### config.mk
export PLATFORM = sky130hd
export DESIGN_NAME = spk_queue
export DESIGN_NICKNAME = d
export VERILOG_FILES = /design/src/spk_pkg.sv /design/src/spk_queue.sv
export SDC_FILE = /design/constraint.sdc
export NUM_CORES = 1
export LEC_CHECK = 0
export ABC_AREA = 1
export BUFFER_PORTS_ARGS = -buffer_cell sky130_fd_sc_hd__buf_2
export CAP_MARGIN = 20
export CORE_ASPECT_RATIO = 0.6
export CORE_MARGIN = 3
export CORE_UTILIZATION = 47
export CTS_CLUSTER_DIAMETER = 30
export CTS_CLUSTER_SIZE = 16
export DETAILED_ROUTE_END_ITERATION = 16
export PLACE_DENSITY_LB_ADDON = 0.12
export SYNTH_ARGS = -nofsm -noshare
export SYNTH_HDL_FRONTEND = slang
export SYNTH_SLANG_ARGS = --single-unit
### constraint.sdc
create_clock -name aclk -period 3.8 [get_ports aclk]
set_input_delay 0 -clock aclk [delete_from_list [all_inputs] [get_ports aclk]]
set_output_delay 0 -clock aclk [all_outputs]
set_load 0.02 [all_outputs]
### src/spk_pkg.sv
// Shared types, constants and round functions for the Speck 64/128 core.
`timescale 1ns / 1ps

package spk_pkg;

    localparam int WORD_W  = 32;
    localparam int ROUNDS  = 27;
    localparam int CFG_IDX_W = 3;
    localparam int QUEUE_DEPTH_DEF = 2;

    localparam logic [WORD_W-1:0] KEY0_RESET = 32'h0302_0100;
    localparam logic [WORD_W-1:0] KEY1_RESET = 32'h0b0a_0908;
    localparam logic [WORD_W-1:0] KEY2_RESET = 32'h1312_1110;
    localparam logic [WORD_W-1:0] KEY3_RESET = 32'h1b1a_1918;
    localparam logic [WORD_W-1:0] SEED_RESET = 32'h0000_0000;

    typedef logic [WORD_W-1:0] word_t;

    typedef enum logic [CFG_IDX_W-1:0] {
        CFG_KEY0 = 3'd0,
        CFG_KEY1 = 3'd1,
        CFG_KEY2 = 3'd2,
        CFG_KEY3 = 3'd3,
        CFG_SEED = 3'd4
    } cfg_idx_e;

    // One cipher block: y is word zero, x is word one.
    typedef struct packed {
        word_t x;
        word_t y;
    } blk_t;

    typedef struct packed {
        word_t k3;
        word_t k2;
        word_t k1;
        word_t k0;
    } key_t;

    function automatic word_t ror8(input word_t v);
        return {v[7:0], v[WORD_W-1:8]};
    endfunction

    function automatic word_t rol3(input word_t v);
        return {v[WORD_W-4:0], v[WORD_W-1:WORD_W-3]};
    endfunction

    // One Speck round on (x, y) with round key k.
    function automatic blk_t round_mix(input blk_t b, input word_t k);
        blk_t r;
        r.x = (ror8(b.x) + b.y) ^ k;
        r.y = rol3(b.y) ^ r.x;
        return r;
    endfunction

endpackage

### src/spk_queue.sv
// Small FIFO of blocks between the front end and the round pipeline.
`timescale 1ns / 1ps

module spk_queue import spk_pkg::*; #(
    parameter int DEPTH = QUEUE_DEPTH_DEF
) (
    input  logic aclk,
    input  logic aresetn,
    input  logic push,
    input  blk_t push_data,
    output logic full,
    input  logic pop,
    output logic head_valid,
    output blk_t head_data
);

    localparam int PTR_W = (DEPTH > 1) ? $clog2(DEPTH) : 1;
    localparam int CNT_W = $clog2(DEPTH + 1);
    localparam logic [PTR_W-1:0] LAST_PTR = PTR_W'(DEPTH - 1);
    localparam logic [CNT_W-1:0] FULL_CNT = CNT_W'(DEPTH);

    blk_t             mem [DEPTH];
    logic [PTR_W-1:0] wr_ptr_reg;
    logic [PTR_W-1:0] wr_ptr_next;
    logic [PTR_W-1:0] rd_ptr_reg;
    logic [PTR_W-1:0] rd_ptr_next;
    logic [CNT_W-1:0] count_reg;
    logic [CNT_W-1:0] count_next;
    logic             do_push;
    logic             do_pop;

    assign full       = (count_reg == FULL_CNT);
    assign head_valid = (count_reg != '0);
    assign head_data  = mem[rd_ptr_reg];
    assign do_push    = push & ~full;
    assign do_pop     = pop & head_valid;

    always_comb begin
        wr_ptr_next = wr_ptr_reg;
        rd_ptr_next = rd_ptr_reg;
        count_next  = count_reg;
        if (do_push) begin
            wr_ptr_next = (wr_ptr_reg == LAST_PTR) ? '0 : wr_ptr_reg + PTR_W'(1);
        end
        if (do_pop) begin
            rd_ptr_next = (rd_ptr_reg == LAST_PTR) ? '0 : rd_ptr_reg + PTR_W'(1);
        end
        if (do_push && !do_pop) begin
            count_next = count_reg + CNT_W'(1);
        end else if (do_pop && !do_push) begin
            count_next = count_reg - CNT_W'(1);
        end
    end

    always_ff @(posedge aclk) begin
        if (do_push) begin
            mem[wr_ptr_reg] <= push_data;
        end
    end

    always_ff @(posedge aclk) begin
        if (!aresetn) begin
            wr_ptr_reg <= '0;
            rd_ptr_reg <= '0;
            count_reg  <= '0;
        end else begin
            wr_ptr_reg <= wr_ptr_next;
            rd_ptr_reg <= rd_ptr_next;
            count_reg  <= count_next;
        end
    end

endmodule

==> flow_metrics.py <==
metrics = {
    "status": {
        "outcome": "finished clean",
    },
    "routing": {
        "dr.pass1.iters": 4,
        "vias": 2797,
        "drc": 0,
        "wirelength_um": 9805,
        "ant_nets": 0,
        "drt_iter0_drc": 136,
        "vias_per_cell": 4.677,
        "wire_per_inst_um": 16.40,
    },
    "yosys": {
        "synth_fp_nets": 305,
        "syn_inst": 236,
        "yosysSeqAreaShare_pct": 76.34,
        "synth_area_um2": 5166,
        "ys_ff_latch": 133,
        "syn_area_per_cell_um2": 21.89,
        "ys.warnings.count": 0,
        "synth_cell_types": 16,
    },
    "place": {
        "dp_hpwl_um": 5965,
        "pre_cts_slack_ns": 1.811,
        "placed_cells": 501,
        "numPortBuffers": 133,
        "place.gp.congestion": 0.7369,
    },
    "critical_path": {
        "crit_path_end": "head_data[49]",
        "crit_fanout": 34,
        "reg2reg_slack_ns": 1.84,
        "cp-start-kind": "flop",
        "worstPathArrival_ns": 2.17,
        "end_kind": "primary output",
        "reg2reg_depth": 4,
        "r2r-end": "mem[1][16]$_DFFE_PP_",
        "path_class": "flop to primary output",
        "cp.required_ns": 3.80,
        "reg2reg_from": "count_reg[1]$_SDFFE_PN0P_",
    },
    "clock_network": {
        "cts_root_buffer": "clkbuf_16",
        "cts_tree": "built",
        "cts_setup_buffers": 0,
        "htree_num_levels": 4,
        "clock_path_buffers": 2,
        "cts.sinks": 133,
        "cts_buffers": 17,
        "path_clk_slew_ns": 0.05,
        "clock_latency_ns": 0.40,
    },
    "floorplan": {
        "die_h_um": 87.21,
        "placeableCoreArea_um2": 10260,
        "num_rows": 28,
        "die-width_um": 141.4,
        "start_util_pct": 50.33,
        "die_area_um2": 12330,
        "io_pins": 134,
    },
    "timing": {
        "relSlewSlack_pct": 35.57,
        "fin_crit_ns": 2.171,
        "fmax_mhz": 460.7,
        "timing.final.crit_share_pct": 57.12,
        "drv_slew": 0,
        "rsz0062_at_grt": "no",
        "hold_viol": 0,
        "worst_slack_ns": 1.629,
        "final.setup.tns_ns": 0,
        "worst_pin_slew_ns": 0.9642,
        "setup_viol": 0,
        "skew_ns": 0.008091,
    },
    "finish": {
        "syn_to_final_growth_pct": 38.92,
        "num-fill-cells": 681,
        "drive_above_1_share_pct": 49.89,
        "final_nets": 519,
        "instances_no_fill": 598,
        "post-route-util_pct": 69.92,
        "largest_reg_flops": 128,
        "num_antenna_cells": 0,
    },
    "hold_path": {
        "hp-class": "input port to flop",
    },
    "power": {
        "pwr-share-seq_pct": 40.9,
        "combPwrFrac_pct": 25.1,
        "clockPowerShare_pct": 34.0,
        "p_sw_share_pct": 27.40,
        "p_int_mw": 3.497,
        "powerDensity_nw_per_um2": 671.1,
        "p_sw_mw": 1.320,
        "max-vdd-ir-drop_uv": 405.2,
        "leakage_nw": 2.884,
        "fin_total_pwr_mw": 4.817,
    },
    "grt": {
        "grt_pass1_vias": 3026,
        "grt_max_degree": 55,
        "overflow": 0,
        "antenna_found_initial": 0,
        "grt_util_all_layers_pct": 16.80,
        "grt_first_pass_wirelength_um": 15350,
    },
    "run": {
        "maxCapViolations": 0,
    },
}
[metrics by stage]
stage	hold WS [ns]	instance area [um2]
2_1_floorplan	0.09887	5166
3_3_place_gp	0.1876	5931
3_5_place_dp	0.1911	5931
4_1_cts	0.01513	7177
6_report	0.03032	7177
5_1_grt	0.07176	7177
[per-layer routing]
metal / routed length [um] / GRT usage, %
met5: 0 / 0
met4: 130 / 6.508
met3: 747 / 6.418
met2: 4767 / 27.52
met1: 4160 / 20.46
[how the worst min path moves through the flow]
stage             startpoint                 endpoint  slack [ns]  cells past startpoint
2_1_floorplan   push_data[0]      mem[0][0]$_DFFE_PP_         0.1                      0
3_3_place_gp   push_data[44]     mem[0][44]$_DFFE_PP_        0.19                      1
3_5_place_dp   push_data[56]     mem[0][56]$_DFFE_PP_        0.19                      1
4_1_cts                 push  wr_ptr_reg$_SDFFE_PN0N_        0.02                      4
5_1_grt                 push  wr_ptr_reg$_SDFFE_PN0N_        0.07                      4
6_report                push  wr_ptr_reg$_SDFFE_PN0N_        0.03                      4
[cell usage after synthesis, drive strengths merged]
cell type	n	area (um2)
ha	1	12.51
inv	8	30.03
nor2	9	33.78
mux2	64	945.9
a21oi	1	5.000
o21ai	3	18.77
edfxtp	128	3844
o21a	1	7.510
nand2	7	26.28
dfxtp	5	100.1
nand3	1	5.000
buf	7	131.4
nand4	1	6.260
[cells in the final DEF, fill, tap and decap left out, drive strengths merged]
master and n:
a21oi 1, dfxtp 5, mux2 64, nor2 9, buf 137, o21ai 3
ha 1, inv 8, nand2 7, clkinvlp 1, clkinv 8, nand4 1
edfxtp 128, dlygate4sd3 65, clkbuf 19, nand3 1, bufinv 4, o21a 1
[cell families (layout without fill, tap and decap cells)]
kind of cell | Yosys count | in the layout | synth area share, %
simple gates | 18 | 18 | 1.381
fa+ha+maj | 1 | 1 | 0.2422
flops | 133 | 133 | 76.34
buf+inv | 15 | 242 | 3.124
mux | 64 | 64 | 18.31
compound gates | 5 | 5 | 0.6055
[cell type report]
class / count / area [um2] / area share [%]
clock inverter: 13 / 162.7 / 2.266
clock buffer: 19 / 432.9 / 6.032
sequential: 133 / 3948 / 55.00
multi-input combinational: 88 / 1076 / 14.99
tap: 135 / 168.9 / 2.354
timing repair buffer: 202 / 1359 / 18.93
inverter: 8 / 30.03 / 0.4184
[critical path, stage by stage (launching register included)]
cell and delay, ns:
dfxtp_4 0.76, buf_4 0.44, mux2_2 0.38, buf_2 0.16
[power by group through the flow]
| stage | sequential [mW] | combinational [mW] | clock (mW) |
|---|---|---|---|
| floorplan | 1.95 | 0.938 | 0 |
| global placement | 1.99 | 1.16 | 0 |
| detailed placement | 2.00 | 1.16 | 0 |
| CTS | 1.97 | 1.22 | 1.66 |
| global route | 2.00 | 1.29 | 1.74 |
| finish | 1.97 | 1.21 | 1.64 |
[timing repair]
item                                   4_1_cts  5_1_grt
hold buffers                                65        0
gates resized for setup                      0        0
endpoints found under the hold margin      133        0
(Power assumes the default switching activity.)
