--- src/spk_pkg.sv ---
// Shared types, constants and round functions for the Speck 64/128 core.
`timescale 1ns / 1ps

package spk_pkg;

    localparam int WORD_W  = 32;
    localparam int ROUNDS  = 27;
    localparam int CFG_IDX_W = 3;
    localparam int QUEUE_DEPTH_DEF = 2;

    localparam logic [WORD_W-1:0] KEY0_RESET = 32'h0302_0100;
    localparam logic [WORD_W-1:0] KEY1_RESET = 32'h0b0a_0908;
    localparam logic [WORD_W-1:0] KEY2_RESET = 32'h1312_1110;
    localparam logic [WORD_W-1:0] KEY3_RESET = 32'h1b1a_1918;
    localparam logic [WORD_W-1:0] SEED_RESET = 32'h0000_0000;

    typedef logic [WORD_W-1:0] word_t;

    typedef enum logic [CFG_IDX_W-1:0] {
        CFG_KEY0 = 3'd0,
        CFG_KEY1 = 3'd1,
        CFG_KEY2 = 3'd2,
        CFG_KEY3 = 3'd3,
        CFG_SEED = 3'd4
    } cfg_idx_e;

    // One cipher block: y is word zero, x is word one.
    typedef struct packed {
        word_t x;
        word_t y;
    } blk_t;

    typedef struct packed {
        word_t k3;
        word_t k2;
        word_t k1;
        word_t k0;
    } key_t;

    function automatic word_t ror8(input word_t v);
        return {v[7:0], v[WORD_W-1:8]};
    endfunction

    function automatic word_t rol3(input word_t v);
        return {v[WORD_W-4:0], v[WORD_W-1:WORD_W-3]};
    endfunction

    // One Speck round on (x, y) with round key k.
    function automatic blk_t round_mix(input blk_t b, input word_t k);
        blk_t r;
        r.x = (ror8(b.x) + b.y) ^ k;
        r.y = rol3(b.y) ^ r.x;
        return r;
    endfunction

endpackage

--- src/spk_front.sv ---
// Front end: configuration registers, input acceptance and the counter.
`timescale 1ns / 1ps

module spk_front import spk_pkg::*; (
    input  logic                 aclk,
    input  logic                 aresetn,
    input  logic                 s_tvalid,
    output logic                 s_tready,
    input  logic [63:0]          s_tdata,
    input  logic                 s_tuser,
    input  logic                 cfg_valid,
    output logic                 cfg_ready,
    input  logic [CFG_IDX_W-1:0] cfg_index,
    input  logic [WORD_W-1:0]    cfg_data,
    input  logic                 q_full,
    output logic                 q_push,
    output blk_t                 q_data,
    output key_t                 key
);

    key_t        key_reg;
    key_t        key_next;
    logic [63:0] counter_reg;
    logic [63:0] counter_next;
    logic [63:0] counter_inc;
    logic        cfg_wr;

    assign cfg_ready = 1'b1;
    assign cfg_wr    = cfg_valid & cfg_ready;
    assign s_tready  = ~q_full;
    assign q_push    = s_tvalid & s_tready;
    assign counter_inc = counter_reg + 64'd1;
    assign key       = key_reg;

    always_comb begin
        if (s_tuser) begin
            q_data.y = counter_inc[WORD_W-1:0];
            q_data.x = counter_inc[63:WORD_W];
        end else begin
            q_data.y = s_tdata[WORD_W-1:0];
            q_data.x = s_tdata[63:WORD_W];
        end
    end

    always_comb begin
        key_next     = key_reg;
        counter_next = counter_reg;
        if (q_push && s_tuser) begin
            counter_next = counter_inc;
        end
        if (cfg_wr) begin
            case (cfg_idx_e'(cfg_index))
                CFG_KEY0: key_next.k0 = cfg_data;
                CFG_KEY1: key_next.k1 = cfg_data;
                CFG_KEY2: key_next.k2 = cfg_data;
                CFG_KEY3: key_next.k3 = cfg_data;
                CFG_SEED: counter_next = {{WORD_W{1'b0}}, cfg_data};
                default: ;
            endcase
        end
    end

    always_ff @(posedge aclk) begin
        if (!aresetn) begin
            key_reg     <= '{k3: KEY3_RESET, k2: KEY2_RESET, k1: KEY1_RESET, k0: KEY0_RESET};
            counter_reg <= {{WORD_W{1'b0}}, SEED_RESET};
        end else begin
            key_reg     <= key_next;
            counter_reg <= counter_next;
        end
    end

endmodule

--- config.mk ---
export PLATFORM = sky130hd
export DESIGN_NAME = spk_front
export DESIGN_NICKNAME = d
export VERILOG_FILES = /design/src/spk_pkg.sv /design/src/spk_front.sv
export SDC_FILE = /design/constraint.sdc
export NUM_CORES = 1
export LEC_CHECK = 0
export BUFFER_PORTS_ARGS = -buffer_cell sky130_fd_sc_hd__buf_2
export CORE_MARGIN = 10
export CORE_UTILIZATION = 48
export CTS_BUF_LIST = sky130_fd_sc_hd__clkbuf_8
export DETAILED_ROUTE_END_ITERATION = 16
export PLACE_DENSITY_LB_ADDON = 0.05
export SYNTH_ARGS = -nofsm -noshare
export SYNTH_HDL_FRONTEND = slang
export SYNTH_SLANG_ARGS = --single-unit
--- constraint.sdc ---
create_clock -name aclk -period 2.8 [get_ports aclk]
set_input_delay 0.28 -clock aclk [delete_from_list [all_inputs] [get_ports aclk]]
set_output_delay 0.28 -clock aclk [all_outputs]
set_load 0.02 [all_outputs]
==> flow_summary_export.csv <==
group,metric,value,unit
clock_network,cts_max_level,4,
global_route,grt_pass1_vias,10200,
sta,max-slew-margin-rel,54.1,%
synthesis,synth_cells,1331,
status,violations,"setup timing",
die,pin_count,300,
hold_path,hold_end,"key[18]",
sta,period_minus_slack,3110,ps
hold_path,hp-start,"cfg_data[18]",
synthesis,async_flop_share,0,%
synthesis,yosysWarningCount,0,
synthesis,syn_nets,1437,
clock_network,clkSinkCount,192,
synthesis,syn_area_per_cell,7.25,µm²
global_route,antenna_found_initial,1,
clock_network,clk_latency,480,ps
sta,report.final.slew_viol_count,0,
power,ir_drop,370,µV
sta,finalHoldViolCount,0,
synthesis,ys.flop_type,"dfxtp_1",
clock_network,path_clk_slew,120,ps
sta,worstMarginPinSlew,689,ps
synthesis,ys_seq_area_share,39.9,%
die,core_area,19600,µm²
setup_path,cp_max_fo,4,
run,maxCapViolCount,0,
setup_path,path_class,"register to output pin",
setup_path,reg2reg_from,"counter_reg[3]",
synthesis,synth_top_area_share,39.9,%
synthesis,ys_ff_latch,192,
drt,drt_wl_total,38.0,mm
sta,max_freq,322,MHz
setup_path,rr_worst_depth,7,
layout,final_cells,1967,
drt,first_pass_iters,5,
setup_path,end_kind,"output pin",
sta,skew,18.7,ps
power,power.share.clock,33.8,%
status,status,"finished, violations left",
power,p_int,0.00375,W
global_route,grt_max_degree,124,
die,start_util,49.2,%
power,p_switching,0.00173,W
clock_network,ctsRootBufferMaster,"clkbuf_8",
clock_network,cts_tree,"built",
synthesis,yosysTopAreaCell,"dfxtp_1",
power,p_per_area,407,nW/µm²
drt,num_vias,11000,
placed_design,hpwl,27.8,mm
placed_design,routabilityCongestion,0.929,
layout,nFillCells,1747,
clock_network,cts_hold_buf,0,
synthesis,ys_types,44,
drt,detail-route-antenna-nets,0,
layout,drive_gt1_share,35.4,%
clock_network,clockBufferDepth,2,
placed_design,dp_slack,52.5,ps
layout,area_growth_syn_to_layout,39.6,%
synthesis,synth_area_leaders,"dfxtp_1 40%, nand2_1 12%, a21oi_1 9.3%",
layout,fin_nets,1795,
synthesis,synth_area,9640,µm²
drt,drc,0,
sta,grt_setup_unrepaired,"yes",
global_route,grt_pass1_wl,57.4,mm
setup_path,regToRegEndpoint,"counter_reg[45]",
setup_path,cp-start-kind,"register",
power,seq_power_share,51.6,%
power,finalPower,0.00547,W
global_route,grt_overflow,0,
sta,setup_slack,-307,ps
power,comb_power_share,14.7,%
sta,hold_ws,78.2,ps
global_route,grt_usage,27.0,%
drt,wire_per_inst,19.3,µm
synthesis,synth-edff-count,0,
layout,largest_reg_flops,128,
sta,finalCritPeriodShare,111,%
die,die_area,26200,µm²
clock_network,numCtsBuffers,17,
power,switching_share,31.5,%
hold_path,min_path_type,"input pin to register",
die,std_cell_rows,51,
die,fp.dieW,162,µm
placed_design,io_buffers,298,
placed_design,dp_cells,1884,
sta,setup_violations,20,
setup_path,critPathArrivalTime,2830,ps
die,die-height,162,µm
power,leakagePower,5.50,nW
setup_path,cp.required,2520,ps
setup_path,r2r_setup_slack,110,ps
hold_path,worstHoldPathCells,3,
drt,drt_iter0_markers,916,
drt,post_drt_via_cell_ratio,5.59,
==> worst max-delay path by stage <==
stage / from / endpoint / depth (start not counted)
floorplan: counter_reg[21] / q_data[56] / 7
global placement: counter_reg[20] / q_data[56] / 6
detailed placement: counter_reg[34] / q_data[56] / 6
CTS: counter_reg[29] / q_data[56] / 6
global route: counter_reg[34] / q_data[56] / 6
finish: counter_reg[34] / q_data[56] / 6
==> power by group through the flow <==
stage	logic, W	clock network, W	registers (W)
after detailed placement	0.000757	0	0.00289
final	0.000803	0.00185	0.00282
after global routing	0.000868	0.00198	0.00283
after CTS	0.000779	0.00187	0.00283
after floorplan	0.000369	0	0.00294
after global placement	0.000752	0	0.00289
==> placed cells by master (no fill, tap or decap), types with 5 or more instances in the layout <==
master,count
and2_1,5
or4_4,10
nor4_4,9
and3_1,10
clkbuf_8,17
nand2_1,298
nand3_4,6
nand4_1,55
nor2_1,92
dfxtp_2,22
xnor2_1,24
nand3_1,53
or4_1,19
dfxtp_1,159
buf_6,32
clkinv_8,5
o31ai_1,17
nand3_2,5
or3_1,29
nor3_1,8
o21ai_0,53
xor2_1,43
a211oi_1,7
buf_4,157
a21oi_1,178
dfxtp_4,11
a31oi_1,19
nor3_2,9
buf_2,265
nor3_4,6
nor4_1,6
or3_4,6
==> metrics by stage <==
| stage | setup TNS (ps) | cell area (µm²) | utilization [%] |
|---|---|---|---|
| final | -1980 | 13500 | 68.7 |
| after global routing | -5210 | 13500 | 68.7 |
| after CTS | -2460 | 12800 | 65.5 |
| after detailed placement | 0 | 11900 | 60.6 |
| after global placement | 0 | 11900 | 60.6 |
| after floorplan | -56.1 | 9680 | - |
==> worst max-delay path, stage by stage, from the launching register on <==
cell     delay (ps)
dfxtp_4         380
nand4_1         170
or4_4           550
or4_4           470
or4_1           430
a31oi_2         190
buf_4           160
==> cells in the mapped netlist, drive strengths merged, types with 2 or more instances <==
cell    count
nand2     299
a21oi     180
and4        6
a31oi      24
xor2       47
o21a        3
nor4       17
nand3      64
o31ai      17
nand4      56
clkbuf    102
inv         3
nand3b      2
or4        29
a211oi      7
mux2        4
nor3       23
and3       10
or2         3
o21ai      55
xnor2      26
buf        15
dfxtp     192
and2        6
or3        35
nor2b       2
nor2       94
==> area by class of cell <==
| type | instances | area, µm² | share of cell area (%) |
|---|---|---|---|
| clock inverter | 14 | 169 | 1.25 |
| sequential | 192 | 3910 | 29.1 |
| timing repair buffer | 456 | 2910 | 21.6 |
| antenna | 1 | 2.50 | 0.0186 |
| multi-input combinational | 1018 | 5900 | 43.8 |
| clock buffer | 17 | 234 | 1.74 |
| tap | 265 | 332 | 2.46 |
| inverter | 4 | 16.3 | 0.121 |
==> cells by family (layout without fill, tap and decap cells) <==
group	after synthesis	in the layout	share of synthesized area (%)
AO/OA/AOI/OAI	289	289	16.1
adder cells (fa/ha/maj)	1	1	0.130
buffers and inverters	121	491	5.03
XOR/XNOR	73	73	6.63
AND/OR/NAND/NOR	650	650	31.7
flip-flops	192	192	39.9
other	1	2	0.0389
multiplexers	4	4	0.467
==> timing repair <==
action	in CTS	in global routing
cloned	1	0
resized for setup	102	99
pin swaps	20	60
endpoints found under the setup margin	36	48
endpoints found under the hold margin	0	0
setup buffers	28	27
==> per-layer routing <==
layer	global-route usage (%)	up-vias	wire length, µm
met3	7.58	75	3350
met5	0	-	0
met2	44.8	445	18200
li1	-	5347	-
met1	33.0	5120	15200
met4	9.43	0	1210
(Power assumes the default switching activity.)
